$ cat src/rtl/psvp_pkg.sv
// Package: shared constants and pipeline types for the positional volume/pan block.
package psvp_pkg;

    localparam int          SQRT_CELLS  = 16;
    localparam logic [15:0] MAX_DIST    = 16'd512;
    localparam logic [7:0]  FULL_LEVEL  = 8'd128;
    localparam logic [31:0] RECIP_11    = 32'hBA2E_8BA3;
    localparam int          RECIP_SHIFT = 35;
    localparam int          VOL_W       = 29;
    localparam int          PAN_W       = 23;
    localparam int          DIST_W      = 16;

    typedef struct packed {
        logic [31:0] snd;
        logic [31:0] hd;
    } t_side;

    typedef struct packed {
        logic        valid;
        logic [31:0] v;
        logic [31:0] res;
        t_side       side;
    } t_sq;

endpackage

$ cat src/rtl/psvp_sqrt_cell.sv
// Square root cell: one digit-by-digit iteration, registered, hands off to the next cell.
module psvp_sqrt_cell
    import psvp_pkg::*;
#(
    parameter int K = 0
) (
    input  logic i_clk,
    input  logic i_rst_n,
    input  logic i_en,
    input  t_sq  i_sq,
    output t_sq  o_sq
);

    localparam logic [31:0] BIT = 32'd1 << (30 - 2 * K);

    t_sq         r_sq;
    t_sq         n_sq;
    logic [31:0] trial;

    always_comb begin
        n_sq  = i_sq;
        trial = i_sq.res + BIT;
        if (i_sq.v >= trial) begin
            n_sq.v   = i_sq.v - trial;
            n_sq.res = (i_sq.res >> 1) + BIT;
        end else begin
            n_sq.res = i_sq.res >> 1;
        end
    end

    always_ff @(posedge i_clk) begin
        if (!i_rst_n) begin
            r_sq.valid <= 1'b0;
        end else if (i_en) begin
            r_sq <= n_sq;
        end
    end

    assign o_sq = r_sq;

endmodule

$ cat config.mk
export PLATFORM = sky130hd
export DESIGN_NAME = psvp_sqrt_cell
export DESIGN_NICKNAME = d
export VERILOG_FILES = /design/src/rtl/psvp_pkg.sv /design/src/rtl/psvp_sqrt_cell.sv
export SDC_FILE = /design/constraint.sdc
export NUM_CORES = 1
export LEC_CHECK = 0
export BUFFER_PORTS_ARGS = -buffer_cell sky130_fd_sc_hd__buf_2
export CORE_MARGIN = 2
export CORE_UTILIZATION = 43
export CTS_BUF_LIST = sky130_fd_sc_hd__clkbuf_2
export DETAILED_ROUTE_END_ITERATION = 12
export HOLD_SLACK_MARGIN = 0.15
export PLACE_DENSITY_LB_ADDON = 0.3
export SETUP_SLACK_MARGIN = 0.02
export SLEW_MARGIN = 20
export SYNTH_ARGS = -nofsm -noshare
export SYNTH_HDL_FRONTEND = slang
export SYNTH_SLANG_ARGS = --single-unit
$ cat constraint.sdc
create_clock -name i_clk -period 4.7 [get_ports i_clk]
set_input_delay 0.705 -clock i_clk [delete_from_list [all_inputs] [get_ports i_clk]]
set_output_delay 0.705 -clock i_clk [all_outputs]
set_load 0.005 [all_outputs]
==> results_dict.tcl, run 1 <==
set metrics [dict create \
    status "finished, final reports clean" \
    die_h_um 125 \
    drt_wl_total_mm 18.6 \
    rows 44 \
    finalMaxSlewViolations 0 \
    whs_endpoint "o_sq[128]" \
    async_reset_ff_share_pct 0 \
    cp_slowest_stage_delay_ns 0.59 \
    fin_nets 1034 \
    path_max_fanout 32 \
    critPathArrivalTime_ns 3.91 \
    grt_pass1_vias 5639 \
    synth_cells 508 \
    area_delta_synth_final_pct 42.8 \
    rsz0062_at_grt "no" \
    synth_edf_count 128 \
    worstHoldStart "i_rst_n" \
    ys_ff_latch 129 \
    post-cts-setup-buffers 0 \
    crit_type "in -> reg" \
    critical_path.cell_chain "dlygate4sd3_1 > buf_2 > inv_1 > ha_1 > nor2b_1 > o31a_1 > o31ai_2 > a21oi_1 > o31ai_2 > and2_2 > or4_1 > nand3_1" \
    synth_area_um2 6270 \
    die_x_um 125 \
    fin_crit_ns 3.42 \
    slowest_stage "and2_2" \
    grt.total_usage_pct 24.0 \
    critPathCaptureType "register" \
    gp_congestion 0.878 \
    core_um2 14400 \
    reg2reg_depth 2 \
    nFillCells 1144 \
    grt_antenna_before_repair 4 \
    fin_crit_sh_pct 72.8 \
    max_freq_mhz 292 \
    fin_hold_ws_ns 0.241 \
    power_per_cell_area_nw_per_um2 307 \
    hpwl_mm 12.8 \
    cts-root-buf "clkbuf_2" \
    grt_overflow 0 \
    worstReg2RegEnd "o_sq[128]" \
    yosysSeqAreaShare_pct 61.6 \
    place.port_buffers 260 \
    initial_core_util_pct 43.6 \
    clk_latency_ns 0.71 \
    cts.sinks 129 \
    critPathLaunchType "input pin" \
    routedWlPerCell_um 17.5 \
    regToRegSetupSlack_ns 3.99 \
    vdd_drop_max_mv 0.139 \
    drv_cap 0 \
    tritoncts "yes" \
    fin_tns_setup_ns 0 \
    cts_resized 0 \
    fin_util_pct 62.3 \
    worst_slew_margin_rel_pct 44.1 \
    hold_class "in -> reg" \
    tightest_slew_ns 0.839 \
    h-tree-depth 4 \
    clkTransAtPathRegs_ns 0.21 \
    cp_data_required_time_ns 5.19 \
    setup_viol 0 \
    largest_reg_flops 129 \
    p_leak_nw 3.96 \
    clock_path_buffers 2 \
    grt_start_max_net_pins 69 \
    synth_ff_type "edfxtp_1" \
    hold_viol_final 0 \
    drtIter0Drc 371 \
    dr.pass1.iters 5 \
    dieArea_um2 15600 \
    ios 261 \
    path_buf_inv 3 \
    r2r-start "o_sq[128]" \
    avgViaCountPerCell 5.15 \
    holdPathStages 2 \
    vias 5497 \
    yosys_warnings 0 \
    ant_nets 0 \
    synth_fp_nets 673 \
    syn_area_per_cell_um2 12.3 \
    ys_types 57 \
    drc 0 \
    cts_buffers 17 \
    skew_ns 0 \
    grt_pass1_wl_mm 29.2 \
    path_delay_family "compound AO/OA/AOI/OAI gates" \
    cpMostUsedCell "o31ai_2" \
    drive_above_1_share_pct 34.8 \
]
## layout make-up
type | instances | area, µm² | area share [%]
tap | 184 | 230 | 2.57
timing repair buffer | 356 | 2270 | 25.4
inverter | 45 | 169 | 1.89
clock buffer | 17 | 85.1 | 0.950
antenna | 1 | 2.50 | 0.0280
multi-input combinational | 320 | 2160 | 24.1
clock inverter | 15 | 173 | 1.93
sequential | 129 | 3860 | 43.2
## per-stage QoR
step / worst slack (ns) / instance area (µm²) / std cells / total power [mW]
after CTS: 1.34 / 8930 / 1064 / 2.76
after global routing: 1.04 / 8950 / 1067 / 2.89
after detailed placement: 1.05 / 7750 / 940 / 1.96
after floorplan: 0.560 / 6270 / 508 / 1.75
final: 1.28 / 8950 / 1067 / 2.75
after global placement: 1.16 / 7750 / 940 / 1.95
## cell usage in the layout (no fill, tap or decap), types with 5 or more instances in the layout
| cell type | n |
|---|---|
| edfxtp_1 | 128 |
| o21ai_1 | 5 |
| xnor2_1 | 12 |
| a211oi_1 | 8 |
| nand4_1 | 8 |
| nand3_1 | 9 |
| inv_6 | 5 |
| nor2b_1 | 7 |
| nand2_1 | 36 |
| o31ai_1 | 5 |
| a21oi_1 | 47 |
| o21a_1 | 6 |
| nor2_1 | 38 |
| buf_2 | 260 |
| nor3_1 | 6 |
| xor2_1 | 11 |
| clkbuf_2 | 17 |
| a21o_1 | 14 |
| ha_1 | 32 |
| inv_1 | 45 |
| o21ai_0 | 16 |
| dlygate4sd3_1 | 94 |
## metal layers
layer	GRT usage [%]	wire, µm
met5	0	37
met4	10.4	701
met3	7.56	1440
met2	41.1	9280
met1	27.8	7180
## report_power, final
group          switching [mW]  internal, mW  leakage, nW  total (mW)
logic                   0.329         0.283         2.60       0.612
clock network           0.476         0.261        0.150       0.737
registers              0.0265          1.37         1.21        1.40
total                   0.832          1.92         3.96        2.75
## worst max-delay path by stage
stage | from | end | slack (ns) | cells after the start
6_report | i_sq[66] | o_sq[127] | 1.28 | 12
3_3_place_gp | i_sq[96] | o_sq[125] | 1.16 | 12
4_1_cts | i_sq[66] | o_sq[127] | 1.34 | 12
3_5_place_dp | i_sq[96] | o_sq[125] | 1.05 | 12
5_1_grt | i_sq[87] | o_sq[113] | 1.04 | 13
2_1_floorplan | i_en | o_sq[0] | 0.56 | 1
## cells by family (layout without fill, tap and decap cells)
group | after synthesis | after routing | share of synthesized area, %
adders and majority gates | 33 | 33 | 6.70
xor gates and xnor gates | 23 | 23 | 3.21
buffers and inverters | 59 | 433 | 3.99
and+or+nand+nor | 130 | 130 | 10.1
AOI/OAI and AO/OA | 133 | 133 | 14.2
other | 0 | 1 | 0
DFF | 129 | 129 | 61.6
muxes | 1 | 1 | 0.160
## synth_stat cells (5+ instances only)
cell type / number / area (µm²)
nor2_1: 38 / 143
xor2_1: 11 / 96.3
ha_1: 32 / 400
and2_1: 5 / 31.3
nand2_1: 36 / 135
a21o_1: 14 / 105
a21oi_1: 47 / 235
a211oi_1: 8 / 60.1
o31ai_1: 5 / 37.5
o21a_1: 6 / 45.0
nor3_1: 6 / 30.0
nand4_1: 8 / 50.1
nand3_1: 9 / 45.0
edfxtp_1: 128 / 3840
clkbuf_1: 5 / 18.8
o21ai_0: 16 / 80.1
inv_1: 45 / 169
xnor2_1: 12 / 105
nor2b_1: 7 / 43.8
o21ai_1: 5 / 25.0
## timing repair
action	4_1_cts	5_1_grt
hold endpoints to repair	92	2
setup endpoints to repair	0	0
hold buffers	92	2
Power figures use the tool's default switching activity.
==> run 2: changes to the inputs <==
==> constraint.sdc (replaced) <==
create_clock -name i_clk -period 2.8 [get_ports i_clk]
set_input_delay 0.42 -clock i_clk [delete_from_list [all_inputs] [get_ports i_clk]]
set_output_delay 0.42 -clock i_clk [all_outputs]
set_load 0.005 [all_outputs]
==> results_dict.tcl, run 2 (synthesis gave the netlist of run 1 again) <==
set metrics [dict create \
    mostFrequentLayoutCell "buf_2" \
    grt_overflow 0 \
    tightest_slew_ns 0.487 \
    drc 0 \
    path_max_fanout 3 \
    cts_buffers 17 \
    pwr-share-clk_pct 25.8 \
    cts-root-buf "clkbuf_2" \
    dr.pass1.iters 5 \
    drv_cap 0 \
    finalMaxSlewViolations 0 \
    critPathLaunchType "input pin" \
    final_cell_mix "buf_2 (260), dlygate4sd3_1 (130), edfxtp_1 (128)" \
    setup_viol 0 \
    tritoncts "yes" \
    dieArea_um2 15600 \
    clkTransAtPathRegs_ns 0.22 \
    drt_wl_total_mm 19.8 \
    skew_ns 0 \
    cts.sinks 129 \
    area_delta_synth_final_pct 58.7 \
    ant_nets 0 \
    power_per_cell_area_nw_per_um2 487 \
    nFillCells 1036 \
    postLayoutCellArea_um2 9950 \
    crit_type "in -> reg" \
    grt_pass1_wl_mm 30.6 \
    worst_slew_margin_rel_pct 67.5 \
    fin_crit_ns 2.76 \
    grt_antenna_before_repair 0 \
    combPwrFrac_pct 25.8 \
    vias 5820 \
    critPathArrivalTime_ns 3.38 \
    drive_above_1_share_pct 39.6 \
    cp_data_required_time_ns 3.42 \
    numPlacedInstances 1010 \
    max_freq_mhz 362 \
    internal_power_mw 3.38 \
    hpwl_mm 13.8 \
    final_cells 1174 \
    total_power_mw 4.85 \
    avgViaCountPerCell 4.96 \
    rows 44 \
    die_h_um 125 \
    fin_util_pct 69.3 \
    grt_start_max_net_pins 64 \
    p_leak_nw 4.46 \
    largest_reg_flops 129 \
    status "finished, final reports clean" \
    fin_nets 1141 \
    critPathCaptureType "register" \
    clk_latency_ns 0.72 \
    dpl_cell_area_um2 8300 \
    p_sw_mw 1.47 \
    clock_path_buffers 2 \
    fin_crit_sh_pct 98.7 \
    grt.total_usage_pct 25.0 \
    routedWlPerCell_um 16.8 \
    place.port_buffers 260 \
    initial_core_util_pct 43.6 \
    rsz0062_at_grt "yes" \
    gp_congestion 0.913 \
    die_x_um 125 \
    vdd_drop_max_mv 0.320 \
    h-tree-depth 4 \
    hold_viol_final 0 \
    core_um2 14400 \
    sw_frac_of_total_pct 30.3 \
    fin_tns_setup_ns 0 \
    grt_pass1_vias 6032 \
    hold_class "in -> reg" \
    drtIter0Drc 361 \
    ios 261 \
    pwr-share-seq_pct 48.5 \
]
## run 2: power by group through the flow
| stage | logic [mW] | registers, mW | clock network, mW |
|---|---|---|---|
| finish | 1.25 | 2.35 | 1.25 |
| global route | 1.36 | 2.36 | 1.35 |
| CTS | 1.21 | 2.35 | 1.27 |
| detailed placement | 1.06 | 2.39 | 0 |
| global placement | 1.04 | 2.38 | 0 |
| floorplan | 0.517 | 2.41 | 0 |
## run 2: final timing paths
check	from	end	slack, ns	depth (start not counted)
setup reg to reg	o_sq[128]	o_sq[128]	1.59	3
hold reg to reg	o_sq[128]	o_sq[128]	1.15	3
hold / removal	i_sq[126]	o_sq[126]	0.20	3
setup / recovery	i_sq[64]	o_sq[125]	0.04	13
## run 2: routing by layer
| metal | part of all wire (%) | up-vias | track usage, % |
|---|---|---|---|
| li1 | - | 2828 | - |
| met1 | 40 | 2716 | 29.2 |
| met2 | 51 | 243 | 44.1 |
| met3 | 6.8 | 33 | 6.92 |
| met4 | 2.5 | 0 | 8.86 |
| met5 | 0 | - | 0 |
## run 2: critical path, cell delays in order
cell           delay (ns)
dlygate4sd3_1        0.56
buf_2                0.13
ha_1                 0.23
buf_4                0.15
nor2b_2              0.14
o211ai_1             0.12
buf_4                0.17
a2111oi_4            0.36
nor3_4               0.11
a211oi_4             0.30
o31ai_1              0.15
or4_1                0.44
nand4_1              0.11
## run 2: layout make-up
type	count	area (µm²)	area share, %
Timing Repair Buffer	463	3190	32.0
Tap cell	184	230	2.31
Multi-Input combinational cell	320	2240	22.5
Clock inverter	15	171	1.72
Inverter	45	169	1.70
Clock buffer	17	85.1	0.855
Sequential cell	129	3860	38.8
Antenna cell	1	2.50	0.0251
## run 2: what timing repair did
action | 4_1_cts | 5_1_grt
setup buffers | 0 | 1
resized for setup | 0 | 19
hold buffers | 129 | 1
endpoints found under the setup margin | 0 | 32
endpoints found under the hold margin | 128 | 8
## run 2: through the flow
step                      hold slack [ns]  worst slack [ns]
after floorplan                     0.507            0.0509
after global placement              0.497            -0.195
after detailed placement            0.532            -0.285
after CTS                           0.153            0.0258
after global routing                0.152           -0.0192
final                               0.201            0.0369
